`src/dwsf_pkg.sv`:
```
// ----------------------------------------------------------------------------
// dwsf_pkg
// Shared types, codes and saturating helpers for the dipole, wall and spring
// force accumulator.
// ----------------------------------------------------------------------------
package dwsf_pkg;

    // default number of atom slots
    localparam int ATOM_SLOTS_DEF = 32;

    // stream widths
    localparam int S_TDATA_W = 280;
    localparam int S_TUSER_W = 2;
    localparam int M_TDATA_W = 240;
    localparam int M_TUSER_W = 1;

    // configuration port
    localparam int CFG_IDX_W  = 3;
    localparam int CFG_DATA_W = 32;

    localparam logic [CFG_IDX_W-1:0] REG_DIPOLE_AXIS = 3'd0;
    localparam logic [CFG_IDX_W-1:0] REG_DIPOLE_GAIN = 3'd1;
    localparam logic [CFG_IDX_W-1:0] REG_BAND_LOW    = 3'd2;
    localparam logic [CFG_IDX_W-1:0] REG_BAND_HIGH   = 3'd3;
    localparam logic [CFG_IDX_W-1:0] REG_WALL_GAIN   = 3'd4;

    localparam logic [1:0] AXIS_Z = 2'd2;
    localparam logic [1:0] AXIS_W = 2'd3;

    // largest valid atom number
    localparam logic [26:0] TAG_MAX = 27'd100000000;

    localparam logic signed [63:0] S64_MAX = 64'sh7FFF_FFFF_FFFF_FFFF;
    localparam logic signed [63:0] S64_MIN = 64'sh8000_0000_0000_0000;
    localparam logic signed [47:0] S48_MAX = 48'sh7FFF_FFFF_FFFF;
    localparam logic signed [47:0] S48_MIN = 48'sh8000_0000_0000;
    localparam logic signed [31:0] S32_MAX = 32'sh7FFF_FFFF;
    localparam logic signed [31:0] S32_MIN = 32'sh8000_0000;

    // input item kinds
    typedef enum logic [1:0] {
        CMD_CHARGE = 2'd0,
        CMD_MOBILE = 2'd1,
        CMD_SITE   = 2'd2,
        CMD_FINISH = 2'd3
    } item_cmd_t;

    // output record kinds
    localparam logic KIND_FORCE  = 1'b0;
    localparam logic KIND_ENERGY = 1'b1;

    // multiply operations of the shared unit
    typedef enum logic [2:0] {
        OP_CHG = 3'd0,  // charge times position
        OP_SPF = 3'd1,  // spring force
        OP_SPD = 3'd2,  // displacement squared
        OP_SPE = 3'd3,  // spring energy
        OP_FDD = 3'd4,  // dipole squared
        OP_FDE = 3'd5,  // dipole energy
        OP_SCQ = 3'd6,  // gain times slot charge
        OP_SLF = 3'd7   // slot dipole force
    } mul_op_t;

    // right shift applied to a product
    typedef enum logic [2:0] {
        SH_0  = 3'd0,
        SH_16 = 3'd1,
        SH_17 = 3'd2,
        SH_47 = 3'd3,
        SH_48 = 3'd4
    } shift_t;

    // controller states
    typedef enum logic [4:0] {
        ST_IDLE, ST_DECODE, ST_LOAD, ST_CHG, ST_DLD, ST_SPF, ST_SPD, ST_SPE,
        ST_WR, ST_FDD, ST_FDE, ST_SCAN, ST_SLD, ST_SCQ, ST_SLF, ST_FOUT, ST_EOUT
    } state_t;

    // one slot of the store
    typedef struct packed {
        logic signed [47:0] fx;
        logic signed [47:0] fy;
        logic signed [47:0] fz;
        logic signed [31:0] qsum;
        logic [26:0]        tag;
    } slot_entry_t;

    // controller to datapath
    typedef struct packed {
        logic      capture;
        logic      ram_rd;
        logic      addr_scan;
        logic      load;
        logic      d_load;
        logic      ram_wr;
        logic      mul_start;
        logic      apply;
        mul_op_t   mul_op;
        logic [1:0] axis_j;
        logic      out_force;
        logic      out_energy;
        logic      clear;
    } ctrl_cmd_t;

    // datapath to controller
    typedef struct packed {
        item_cmd_t item_cmd;
        logic      item_ok;
        logic      scan_touched;
        logic      mul_done;
        logic      out_valid;
    } dp_status_t;

    // saturating 64-bit add
    function automatic logic signed [63:0] sat_add64(input logic signed [63:0] a,
                                                     input logic signed [63:0] b);
        logic signed [64:0] s;
        s = 65'(a) + 65'(b);
        if (s[64] != s[63])
            return s[64] ? S64_MIN : S64_MAX;
        return s[63:0];
    endfunction

    // force entry plus product, both clamped to 48 bits
    function automatic logic signed [47:0] f48_acc(input logic signed [47:0] f,
                                                   input logic signed [63:0] r);
        logic signed [47:0] c;
        logic signed [48:0] s;
        if (r > 64'(S48_MAX))
            c = S48_MAX;
        else if (r < 64'(S48_MIN))
            c = S48_MIN;
        else
            c = r[47:0];
        s = 49'(f) + 49'(c);
        if (s[48] != s[47])
            return s[48] ? S48_MIN : S48_MAX;
        return s[47:0];
    endfunction

    // charge sum plus charge, clamped to 32 bits
    function automatic logic signed [31:0] q32_acc(input logic signed [31:0] a,
                                                   input logic signed [23:0] q);
        logic signed [32:0] s;
        s = 33'(a) + 33'(q);
        if (s[32] != s[31])
            return s[32] ? S32_MIN : S32_MAX;
        return s[31:0];
    endfunction

endpackage

```
`src/dwsf_ctrl.sv`:
```
// ----------------------------------------------------------------------------
// dwsf_ctrl
// Controller: sequences slot reads and writes, multiply steps, the finish
// scan over the slots and the output records.
// ----------------------------------------------------------------------------
module dwsf_ctrl
    import dwsf_pkg::*;
#(
    parameter int ATOM_SLOTS = ATOM_SLOTS_DEF
) (
    input  logic                                         clk,
    input  logic                                         rst_n,
    input  logic                                         s_tvalid,
    output logic                                         s_tready,
    input  dp_status_t                                   status,
    output ctrl_cmd_t                                    cmd,
    output logic [((ATOM_SLOTS > 1) ? $clog2(ATOM_SLOTS) : 1)-1:0] scan_idx
);

    localparam int AW = (ATOM_SLOTS > 1) ? $clog2(ATOM_SLOTS) : 1;
    localparam logic [AW-1:0] SCAN_LAST = AW'(ATOM_SLOTS - 1);
    localparam logic [1:0]    J_LAST    = 2'd2;

    state_t        state_reg;
    state_t        state_next;
    logic          issued_reg;
    logic          issued_next;
    logic [1:0]    j_reg;
    logic [1:0]    j_next;
    logic [AW-1:0] scan_reg;
    logic [AW-1:0] scan_next;
    logic          scan_last;

    assign scan_last = (scan_reg == SCAN_LAST);

    // state register
    always_ff @(posedge clk or negedge rst_n)
    begin
        if (!rst_n)
        begin
            state_reg  <= ST_IDLE;
            issued_reg <= 1'b0;
            j_reg      <= '0;
            scan_reg   <= '0;
        end
        else
        begin
            state_reg  <= state_next;
            issued_reg <= issued_next;
            j_reg      <= j_next;
            scan_reg   <= scan_next;
        end
    end

    // next state and commands
    always_comb
    begin
        state_next  = state_reg;
        issued_next = issued_reg;
        j_next      = j_reg;
        scan_next   = scan_reg;
        s_tready    = 1'b0;
        cmd         = '0;
        cmd.mul_op  = OP_CHG;
        cmd.axis_j  = j_reg;

        unique case (state_reg)
            ST_IDLE:
            begin
                s_tready    = 1'b1;
                cmd.capture = s_tvalid;
                if (s_tvalid)
                    state_next = ST_DECODE;
            end
            ST_DECODE:
            begin
                j_next = '0;
                if (status.item_cmd == CMD_FINISH)
                    state_next = ST_FDD;
                else if (status.item_ok)
                begin
                    cmd.ram_rd = 1'b1;
                    state_next = ST_LOAD;
                end
                else
                    state_next = ST_IDLE;
            end
            ST_LOAD:
            begin
                cmd.load = 1'b1;
                if (status.item_cmd == CMD_CHARGE)
                    state_next = ST_CHG;
                else
                begin
                    cmd.d_load = 1'b1;
                    state_next = ST_SPF;
                end
            end
            ST_DLD:
            begin
                cmd.d_load = 1'b1;
                state_next = ST_SPF;
            end
            ST_CHG, ST_SPF, ST_SPD, ST_SPE, ST_FDD, ST_FDE, ST_SCQ, ST_SLF:
            begin
                unique case (state_reg)
                    ST_CHG:  cmd.mul_op = OP_CHG;
                    ST_SPF:  cmd.mul_op = OP_SPF;
                    ST_SPD:  cmd.mul_op = OP_SPD;
                    ST_SPE:  cmd.mul_op = OP_SPE;
                    ST_FDD:  cmd.mul_op = OP_FDD;
                    ST_FDE:  cmd.mul_op = OP_FDE;
                    ST_SCQ:  cmd.mul_op = OP_SCQ;
                    default: cmd.mul_op = OP_SLF;
                endcase
                cmd.mul_start = !issued_reg;
                issued_next   = 1'b1;
                if (status.mul_done)
                begin
                    cmd.apply   = 1'b1;
                    issued_next = 1'b0;
                    unique case (state_reg)
                        ST_CHG:  state_next = ST_WR;
                        ST_SPF:  state_next = ST_SPD;
                        ST_SPD:  state_next = ST_SPE;
                        ST_SPE:
                        begin
                            if (status.item_cmd == CMD_SITE && j_reg != J_LAST)
                            begin
                                j_next     = j_reg + 2'd1;
                                state_next = ST_DLD;
                            end
                            else
                                state_next = ST_WR;
                        end
                        ST_FDD:  state_next = ST_FDE;
                        ST_FDE:
                        begin
                            scan_next  = '0;
                            state_next = ST_SCAN;
                        end
                        ST_SCQ:  state_next = ST_SLF;
                        default: state_next = ST_FOUT;
                    endcase
                end
            end
            ST_WR:
            begin
                cmd.ram_wr = 1'b1;
                state_next = ST_IDLE;
            end
            ST_SCAN:
            begin
                cmd.addr_scan = 1'b1;
                if (status.scan_touched)
                begin
                    cmd.ram_rd = 1'b1;
                    state_next = ST_SLD;
                end
                else if (scan_last)
                    state_next = ST_EOUT;
                else
                    scan_next = scan_reg + AW'(1);
            end
            ST_SLD:
            begin
                cmd.load   = 1'b1;
                state_next = ST_SCQ;
            end
            ST_FOUT:
            begin
                if (!status.out_valid)
                begin
                    cmd.out_force = 1'b1;
                    if (scan_last)
                        state_next = ST_EOUT;
                    else
                    begin
                        scan_next  = scan_reg + AW'(1);
                        state_next = ST_SCAN;
                    end
                end
            end
            ST_EOUT:
            begin
                if (!status.out_valid)
                begin
                    cmd.out_energy = 1'b1;
                    cmd.clear      = 1'b1;
                    state_next     = ST_IDLE;
                end
            end
            default:
            begin
                state_next = ST_IDLE;
            end
        endcase
    end

    assign scan_idx = scan_reg;

endmodule
```
`config.mk`:
```
export PLATFORM = sky130hd
export DESIGN_NAME = dwsf_ctrl
export DESIGN_NICKNAME = d
export VERILOG_FILES = /design/src/dwsf_pkg.sv /design/src/dwsf_ctrl.sv
export SDC_FILE = /design/constraint.sdc
export NUM_CORES = 1
export LEC_CHECK = 0
export ABC_AREA = 1
export ABC_CLOCK_PERIOD_IN_PS = 4100
export BUFFER_PORTS_ARGS = -buffer_cell sky130_fd_sc_hd__buf_2
export CAP_MARGIN = 30
export CORE_MARGIN = 2
export CORE_UTILIZATION = 31
export DETAILED_ROUTE_END_ITERATION = 12
export HOLD_SLACK_MARGIN = 0.05
export SLEW_MARGIN = 20
export SYNTH_ARGS = -nofsm -noshare
export SYNTH_HDL_FRONTEND = slang
export SYNTH_SLANG_ARGS = --single-unit
```
`constraint.sdc`:
```
create_clock -name clk -period 4.1 [get_ports clk]
set_input_delay 0.82 -clock clk [delete_from_list [all_inputs] [get_ports clk]]
set_output_delay 0.82 -clock clk [all_outputs]
set_load 0.02 [all_outputs]
```
==> results of run 1 <==
==> worst max-delay path, cell delays in order (launching register included) <==
cell and delay [ns]:
dfrtp_1 0.45, nor2_1 0.34, nor2_1 0.09, nand2_1 0.15
nand2_2 0.11, nor2_2 0.33, a31oi_1 0.07, buf_2 0.17
==> power by group <==
group	internal (mW)	switching, mW
combinational	0.197	0.443
clock	0.0687	0.0500
sequential	0.164	0.0472
total	0.430	0.541
==> cells in the mapped netlist <==
cell type,n
a31oi_1,1
o21ai_1,4
inv_2,2
buf_4,1
inv_1,28
nand3_2,2
nor3_1,1
nand3_1,21
nor3b_1,1
o31ai_1,1
nand2_1,41
a21oi_1,3
o211ai_1,1
o2111ai_1,1
or2_1,2
xnor2_1,1
nand3b_1,1
nand2_2,2
buf_2,1
nor2_4,1
nor2_1,30
nor2_2,1
ha_1,3
o22ai_1,1
nand4_1,5
dfrtp_1,13
o21ai_2,1
o21bai_1,5
a21oi_2,1
o21ai_0,6
==> per-layer routing <==
layer  track usage (%)  part of all wire (%)
met5                 0                     0
met4             5.851                   2.0
met3             2.431                   6.0
met2             21.74                    42
met1             22.37                    50
==> stage by stage <==
step	worst slack (ns)	instance area [µm²]	hold slack, ns	utilization [%]	cells
final	1.322	1381	0.4631	38.31	262
after global routing	1.113	1381	0.4881	38.31	262
after CTS	1.355	1381	0.4762	38.31	262
after detailed placement	1.633	1336	0.4762	37.06	258
after global placement	1.658	1336	0.4774	37.06	258
after floorplan	1.735	1139	0.4501	-	182
==> logic make-up (layout without fill, tap and decap cells) <==
group / after synthesis / after routing / synth area share, %
flops: 13 / 13 / 28.57
compound gates: 25 / 25 / 13.74
fa+ha+maj: 3 / 3 / 3.297
buf+inv: 32 / 64 / 10.99
xor+xnor: 1 / 1 / 0.7694
simple gates: 108 / 108 / 42.64
==> final cells by class <==
type,instances,area (µm²)
multi-input cells,137,688.2
inverters,30,112.6
clock buffers,4,45.04
well taps,48,60.06
flip-flops and latches,13,325.3
repair buffers,30,150.1
fillers,397,2225
==> path summary, 6_finish.rpt <==
path,slack [ns],cells after the start,to,start
setup / recovery,1.32,7,cmd[6],state_reg[1]
hold / removal,0.46,1,state_reg[4],rst_n
setup reg to reg,2.14,7,state_reg[1],state_reg[1]
hold reg to reg,0.49,2,issued_reg,issued_reg
max in group asynchronous,3.40,1,issued_reg,rst_n
min in group clk,0.49,2,issued_reg,issued_reg
==> reports/qor.yml, run 1 <==
status: "complete, no violations"
final_cell_mix: "41 x nand2_1, 30 x nor2_1, 30 x buf_2, 28 x inv_1, 21 x nand3_1"
diodes: 0
cts_made_buffers: 3
firstDrtPassIters: 4
die_x_um: 64.61
p_per_area_mw_per_mm2: 702.5
post-route-min-period_ns: 2.778
grt_max_degree: 14
path_class: "reg2out"
worstPathArrival_ns: 1.96
avgSynthCellArea_um2: 6.256
drc_errors: 0
cp-start-kind: "flop"
syn_inst: 182
yosys.area.top_type_share_pct: 28.57
io_pins: 31
rsz0062_at_grt: "no"
synth.distinct_cells: 30
worstPathMaxFanout: 9
h-tree-depth: 1
leakage_nw: 0.8045
cp-end-kind: "output pin"
cts_tree: "built"
gp_congestion: 0.9769
port_buffers: 30
first_iter_violations: 76
avgRoutedWirePerCell_um: 11.85
hpwl_um: 2437
clock_skew_ns: 0.003983
rows: 22
ir_worst_vdd_v: 0.0003906
tns_ns: 0
synth.largest_area_cell: "dfrtp_1"
tightest_slew_ns: 0.3645
vias: 1260
antenna_found_initial: 0
setup_viol: 0
cts-resized-gates: 0
die_area_mm2: 0.004174
grt_pass1_vias: 1112
ys_ff_latch: 13
hp-class: "in2async"
syn-num-nets: 194
finalCritPeriodShare_pct: 67.75
final_hold_viol_count: 0
yosysSeqAreaShare_pct: 28.57
cts-root-buf: "clkbuf_8"
syn2layout_area_growth_pct: 21.32
finalPower_mw: 0.9704
fmax_ghz: 0.3600
cp.required_ns: 3.28
grt_util_all_layers_pct: 15.10
grt_pass1_wl_um: 4981
routed_wl_um: 3105
fin_nets: 227
final_common_cell: "nand2_1"
initial_core_util_pct: 31.58
final_max_slew_viol_count: 0
cap_viol_max_count: 0
grt_overflow_total: 0
viasPerCell: 4.809
drtAntennaViolNets: 0
synth_area_leaders: "dfrtp_1 29%, nand2_1 14%, nor2_1 9.9%"
die_h_um: 64.61
layout-drive-gt1-share_pct: 20.09
slew-limit-headroom_pct: 75.61
clock_path_buffers: 2
clkTransAtPathRegs_ns: 0.06
ctsHoldBuffers: 0
post_cts_buffers: 0
synth.cell_area_mm2: 0.001139
core_area_mm2: 0.003606
yosys_warnings: 0
worstSkewPairLatency_ns: 0.24
cts.sinks: 13
Power figures use the tool's default switching activity.
==> run 2, diff against run 1 <==
--- a/config.mk
+++ b/config.mk
@@ -6,7 +6,7 @@
 export NUM_CORES = 1
 export LEC_CHECK = 0
 export ABC_AREA = 1
-export ABC_CLOCK_PERIOD_IN_PS = 4100
+export ABC_CLOCK_PERIOD_IN_PS = 2300
 export BUFFER_PORTS_ARGS = -buffer_cell sky130_fd_sc_hd__buf_2
 export CAP_MARGIN = 30
 export CORE_MARGIN = 2
==> constraint.sdc (replaced) <==
create_clock -name clk -period 2.3 [get_ports clk]
set_input_delay 0.46 -clock clk [delete_from_list [all_inputs] [get_ports clk]]
set_output_delay 0.46 -clock clk [all_outputs]
set_load 0.02 [all_outputs]
==> reports/qor.yml, run 2 (synthesis results as in run 1) <==
rows: 22  # unchanged
gp_congestion: 0.9652  # was 0.9769
hpwl_um: 2510  # was 2437 µm
p_sw_share_pct: 54.12  # was 55.71%
cts-root-buf: "clkbuf_8"  # unchanged
syn2layout_area_growth_pct: 26.59  # was 21.32%
dpl.cell_count: 260  # was 258
cts_tree: "built"  # unchanged
finalPower_mw: 1.865  # was 0.9704 mW
die_x_um: 64.61  # unchanged
routed_wl_um: 3167  # was 3105 µm
cts.sinks: 13  # unchanged
clkTransAtPathRegs_ns: 0.06  # about the same
cpMostUsedCell: "nand3_2"  # was nor2_1
path_class: "reg2out"  # unchanged
cp.required_ns: 1.84  # was 3.28 ns
status: "complete, no violations"  # unchanged
p_clk_share_pct: 11.3  # was 12.2%
p_per_area_mw_per_mm2: 1294  # was 702.5 mW/mm²
vias: 1309  # was 1260
hp-class: "in2async"  # unchanged
slew-limit-headroom_pct: 77.75  # was 75.61%
seq_power_share_pct: 20.5  # was 21.8%
leakage_nw: 0.8256  # was 0.8045 nW
crit_family: "simple AND/OR/NAND/NOR gates"  # unchanged
slowest_delay_ns: 0.45  # about the same
final_common_cell: "nand2_1"  # unchanged
clock_path_buffers: 2  # unchanged
clock_skew_ns: 0.002798  # was 0.003983 ns
first_iter_violations: 70  # was 76
h-tree-depth: 1  # unchanged
cap_viol_max_count: 0  # unchanged
drtAntennaViolNets: 0  # unchanged
ir_worst_vdd_v: 0.0007340  # was 0.0003906 V
io_pins: 31  # unchanged
grt_util_all_layers_pct: 15.80  # was 15.10%
fillCellCount: 398  # was 397
worstPathMaxFanout: 7  # was 9
firstDrtPassIters: 4  # unchanged
grt_pass1_vias: 1133  # was 1112
final_cell_mix: "40 x nand2_1, 30 x buf_2, 28 x inv_1, 28 x nor2_1, 20 x nand3_1"  # was 41 x nand2_1, 30 x nor2_1, 30 x buf_2, 28 x inv_1, 21 x nand3_1
drc_errors: 0  # unchanged
initial_core_util_pct: 31.58  # unchanged
final_max_slew_viol_count: 0  # unchanged
p_switching_mw: 1.009  # was 0.5406 mW
cp-end-kind: "output pin"  # unchanged
final_hold_viol_count: 0  # unchanged
die_h_um: 64.61  # unchanged
cts_made_buffers: 3  # unchanged
fin_nets: 232  # was 227
crit_buf_inv: 1  # unchanged
cp-start-kind: "flop"  # unchanged
antenna_found_initial: 0  # unchanged
pwr-share-comb_pct: 68.2  # was 66.0%
grt_overflow_total: 0  # unchanged
core_area_mm2: 0.003606  # unchanged
layout-drive-gt1-share_pct: 25.57  # was 20.09%
cpMaxStageDelayCell: "dfrtp_2"  # was dfrtp_1
tns_ns: 0  # unchanged
worstSkewPairLatency_ns: 0.25  # was 0.24 ns
worstPathArrival_ns: 1.74  # was 1.96 ns
post-route-min-period_ns: 2.204
setup_viol: 0  # unchanged
diodes: 0  # unchanged
die_area_mm2: 0.004174  # unchanged
internal_power_mw: 0.8556  # was 0.4298 mW
finalCritPeriodShare_pct: 95.83
viasPerCell: 4.903  # was 4.809
port_buffers: 30  # unchanged
path_cells: "nor2_1 > nand3_2 > nand3_2 > nor2_4 > a31oi_1 > buf_2"  # was nor2_1 > nor2_1 > nand2_1 > nand2_2 > nor2_2 > a31oi_1 > buf_2
grt_pass1_wl_um: 5168  # was 4981 µm
avgRoutedWirePerCell_um: 11.86  # was 11.85 µm
tightest_slew_ns: 0.3325  # was 0.3645 ns
layout.cells.non_filler: 267  # was 262
grt_max_degree: 14  # unchanged
fmax_ghz: 0.4537
[run 2: changes by cell type in the layout (fill, tap and decap cells not counted), sizes merged]
cell and change:
buf +5
[run 2: metrics by stage]
stage	hold slack [ns]	instance area, µm²	setup slack [ns]	utilization [%]
2_1_floorplan	0.1644	1139	0.2947	-
6_report	0.1052	1441	0.09596	39.97
3_3_place_gp	0.3836	1351	0.2332	37.47
3_5_place_dp	0.3811	1351	0.2380	37.47
4_1_cts	0.1190	1398	0.01495	38.76
5_1_grt	0.1266	1441	-0.0001644	39.97
[run 2: worst paths after layout]
| check | slack, ns | end | startpoint | cells past startpoint |
|---|---|---|---|---|
| worst max-delay path | 0.1 | cmd[6] | state_reg[0] | 6 |
| worst min-delay path | 0.11 | issued_reg | rst_n | 1 |
| worst max register to register | 0.39 | j_reg[0] | state_reg[0] | 9 |
| worst min register to register | 0.49 | issued_reg | issued_reg | 2 |
| max in group asynchronous | 1.93 | state_reg[0] | rst_n | 1 |
| min in group clk | 0.49 | issued_reg | issued_reg | 2 |
[run 2: power groups by stage]
stage / sequential [mW] / clock (mW) / combinational [mW]
after floorplan: 0.369 / 0 / 0.842
after global placement: 0.379 / 0 / 1.18
after detailed placement: 0.381 / 0 / 1.19
after CTS: 0.378 / 0.217 / 1.19
after global routing: 0.394 / 0.227 / 1.43
final: 0.383 / 0.211 / 1.27
[run 2: layout make-up]
cell class / instances / area [µm²] / area share (%)
clock buffer: 4 / 45.04 / 3.125
inverter: 30 / 112.6 / 7.813
multi-input combinational: 137 / 705.7 / 48.96
sequential: 13 / 330.3 / 22.92
tap: 48 / 60.06 / 4.167
timing repair buffer: 35 / 187.7 / 13.02
[run 2: repair_timing]
action	4_1_cts	5_1_grt
gates resized for setup	1	8
buffers inserted	0	3
endpoints found under the setup margin	1	5
hold buffers	0	0
pin swaps	0	2
[run 2: metal layers]
metal	vias to the layer above	global-route usage [%]	part of all wire, %	wire [µm]
li1	665	-	-	-
met1	586	22.04	48	1512
met2	54	24.09	44	1407
met3	4	3.646	6.5	207
met4	0	5.053	1.2	39
met5	-	0	0	0
==> run 3, diff against run 2 <==
--- a/config.mk
+++ b/config.mk
@@ -5,7 +5,6 @@
 export SDC_FILE = /design/constraint.sdc
 export NUM_CORES = 1
 export LEC_CHECK = 0
-export ABC_AREA = 1
 export ABC_CLOCK_PERIOD_IN_PS = 2300
 export BUFFER_PORTS_ARGS = -buffer_cell sky130_fd_sc_hd__buf_2
 export CAP_MARGIN = 30
==> reports/qor.yml, run 3 <==
grt_pass1_vias: 1054  # was 1133
die_h_um: 65.47  # was 64.61 µm
setup_slack_ns: 0.09097  # was 0.09596 ns
ys_ff_latch: 13  # unchanged
layout-drive-gt1-share_pct: 32.40  # was 25.57%
final_common_cell: "buf_2"  # was nand2_1
pwr-share-comb_pct: 65.5  # was 68.2%
crit_family: "compound AO/OA/AOI/OAI gates"  # was simple AND/OR/NAND/NOR gates
ctsHoldBuffers: 0  # unchanged
routed_wl_um: 3058  # was 3167 µm
antenna_found_initial: 0  # unchanged
synth.largest_area_cell: "dfrtp_1"  # unchanged
yosys_warnings: 0  # unchanged
fin_nets: 192  # was 232
yosysSeqAreaShare_pct: 27.78  # was 28.57%
path_class: "reg2reg"  # was reg2out
diodes: 0  # unchanged
hp-class: "in2async"  # unchanged
p_clk_share_pct: 10.5  # was 11.3%
avgSynthCellArea_um2: 7.967  # was 6.256 µm²
firstDrtPassIters: 4  # unchanged
fillCellCount: 387  # was 398
cts.sinks: 13  # unchanged
syn2layout_area_growth_pct: 25.00  # was 26.59%
clock_skew_ns: 0.0008933  # was 0.002798 ns
cts_tree: "built"  # unchanged
grt_overflow_total: 0  # unchanged
cp-end-kind: "flop"  # was output pin
slowest_delay_ns: 0.43  # was 0.45 ns
die_area_mm2: 0.004286  # was 0.004174 mm²
crit_buf_inv: 1  # unchanged
rows: 22  # unchanged
final_cell_mix: "30 x buf_2, 20 x nor2_1, 15 x nand2_1, 10 x dfrtp_1, 10 x buf_4"  # was 40 x nand2_1, 30 x buf_2, 28 x inv_1, 28 x nor2_1, 20 x nand3_1
synth_area_leaders: "dfrtp_1 28%, nor2_1 6.4%, nand2_1 4.8%"  # was dfrtp_1 29%, nand2_1 14%, nor2_1 9.9%
p_per_area_mw_per_mm2: 1302  # was 1294 mW/mm²
yosys.area.top_type_share_pct: 27.78  # was 28.57%
rsz0062_at_grt: "yes"
ys.flop_type: "dfrtp_1"  # unchanged
synth.most_common_cell: "nor2_1"  # was nand2_1
io_pins: 31  # unchanged
tightest_slew_ns: 0.4092  # was 0.3325 ns
syn-num-nets: 159  # was 194
path_cells: "ha_4 > and3_1 > ha_2 > mux2_4 > a2111oi_4 > o211ai_4 > buf_4 > o21ai_1 > o31ai_2"  # was nor2_1 > nand3_2 > nand3_2 > nor2_4 > a31oi_1 > buf_2
worstPathArrival_ns: 2.33  # was 1.74 ns
fin_util_pct: 40.29  # was 39.97%
p_switching_mw: 0.9399  # was 1.009 mW
regArea_um2: 329.1  # was 330.3 µm²
initial_core_util_pct: 32.23  # was 31.58%
synth.top_cells.by_count: "20 x nor2_1, 15 x nand2_1, 13 x dfrtp_1, 8 x nand3_1, 7 x nor3_1"  # was 41 x nand2_1, 30 x nor2_1, 28 x inv_1, 21 x nand3_1, 13 x dfrtp_1
status: "complete, no violations"  # unchanged
h-tree-depth: 1  # unchanged
clkTransAtPathRegs_ns: 0.05  # was 0.06 ns
cap_viol_max_count: 0  # unchanged
drc_errors: 0  # unchanged
die_x_um: 65.47  # was 64.61 µm
internal_power_mw: 0.9663  # was 0.8556 mW
cp.required_ns: 2.42  # was 1.84 ns
final_max_slew_viol_count: 0  # unchanged
ir_worst_vdd_v: 0.0005196  # was 0.0007340 V
syn_inst: 147  # was 182
leakage_nw: 0.6884  # was 0.8256 nW
finalCritPeriodShare_pct: 96.04  # was 95.83%
cp-start-kind: "flop"  # unchanged
cts_made_buffers: 3  # unchanged
finalPower_mw: 1.906  # was 1.865 mW
slew-limit-headroom_pct: 72.72  # was 77.75%
layout.cells.non_filler: 227  # was 267
cts-root-buf: "clkbuf_8"  # unchanged
worstSkewPairLatency_ns: 0.24  # was 0.25 ns
dpl.cell_count: 222  # was 260
fmax_ghz: 0.4527  # was 0.4537 GHz
final_hold_viol_count: 0  # unchanged
port_buffers: 30  # unchanged
synth_edf_count: 0  # unchanged
setup_viol: 0  # unchanged
vias: 1192  # was 1309
avgRoutedWirePerCell_um: 13.47  # was 11.86 µm
multi_input_area_um2: 785.8  # was 705.7 µm²
synth.cell_area_mm2: 0.001171  # was 0.001139 mm²
first_iter_violations: 158  # was 70
grt_util_all_layers_pct: 15.01  # was 15.80%
core_area_mm2: 0.003633  # was 0.003606 mm²
async_reset_ff_share_pct: 100.0  # unchanged
post-route-min-period_ns: 2.209  # was 2.204 ns
grt_pass1_wl_um: 5043  # was 5168 µm
p_sw_share_pct: 49.31  # was 54.12%
viasPerCell: 5.251  # was 4.903
drtAntennaViolNets: 0  # unchanged
worstPathMaxFanout: 6  # was 7
synth.distinct_cells: 49  # was 30
hpwl_um: 2292  # was 2510 µm
seq_power_share_pct: 23.9  # was 20.5%
clock_path_buffers: 2  # unchanged
gp_congestion: 0.7742  # was 0.9652
grt_max_degree: 16  # was 14
post-place-ws_ns: 0.08653  # was 0.2380 ns
cpMaxStageDelayCell: "dfrtp_2"  # unchanged
run 3: path summary, 6_finish.rpt:
| path | from | end | slack, ns | cells after the start |
|---|---|---|---|---|
| max | scan_idx[0] | scan_idx[3] | 0.09 | 9 |
| max in group asynchronous | rst_n | scan_idx[0] | 1.92 | 1 |
| min | rst_n | state_reg[0] | 0.11 | 1 |
| min reg2reg | issued_reg | issued_reg | 0.48 | 2 |
| max reg2reg | scan_idx[0] | scan_idx[3] | 0.09 | 9 |
| min in group clk | issued_reg | issued_reg | 0.48 | 2 |
run 3: timing repair:
action,CTS,global route
gates resized for setup,0,5
setup buffers,0,1
endpoints found under the hold margin,0,0
endpoints found under the setup margin,0,4
run 3: power by group through the flow:
stage,Combinational (mW),Sequential [mW],Clock [mW]
detailed placement,1.22,0.447,0
finish,1.25,0.456,0.201
floorplan,0.887,0.448,0
global placement,1.23,0.446,0
CTS,1.22,0.443,0.212
global route,1.38,0.471,0.226
run 3: layout make-up:
class                           count  share of cell area [%]
Multi-Input combinational cell    117                   53.68
Tap cell                           48                   4.103
Inverter                            5                   1.282
Clock buffer                        4                   3.077
Sequential cell                    13                   22.48
Timing Repair Buffer               40                   15.38
run 3: per-stage QoR:
stage	setup TNS (ns)	area (µm²)	hold slack [ns]
after global routing	-0.01608	1464	0.1268
after CTS	0	1435	0.1175
after global placement	0	1390	0.3789
after detailed placement	0	1390	0.3787
after floorplan	0	1174	0.1644
final	0	1464	0.1125
run 3: kinds of logic after synthesis:
| group | synth area share, % |
|---|---|
| adders and majority gates | 3.205 |
| muxes | 7.798 |
| AOI/OAI and AO/OA | 22.01 |
| and+or+nand+nor | 30.88 |
| xor gates and xnor gates | 1.496 |
| DFF | 27.78 |
| buffers and inverters | 6.838 |
run 3: per-layer routing:
metal / GRT usage [%] / vias to the layer above / part of all wire [%]
met2: 24.11 / 35 / 49
met4: 4.688 / 0 / 0.36
met1: 20.83 / 562 / 46
met3: 2.055 / 2 / 4.6
li1: - / 593 / -
met5: 0 / - / 0
run 3: worst reg2reg max path, delay by kind of cell (launching register included):
family	cells	cell delay [ns]
AOI/OAI and AO/OA	4	0.68
adders and majority gates	2	0.36
buffers and inverters	1	0.17
DFF	1	0.43
muxes	1	0.27
and+or+nand+nor	1	0.17
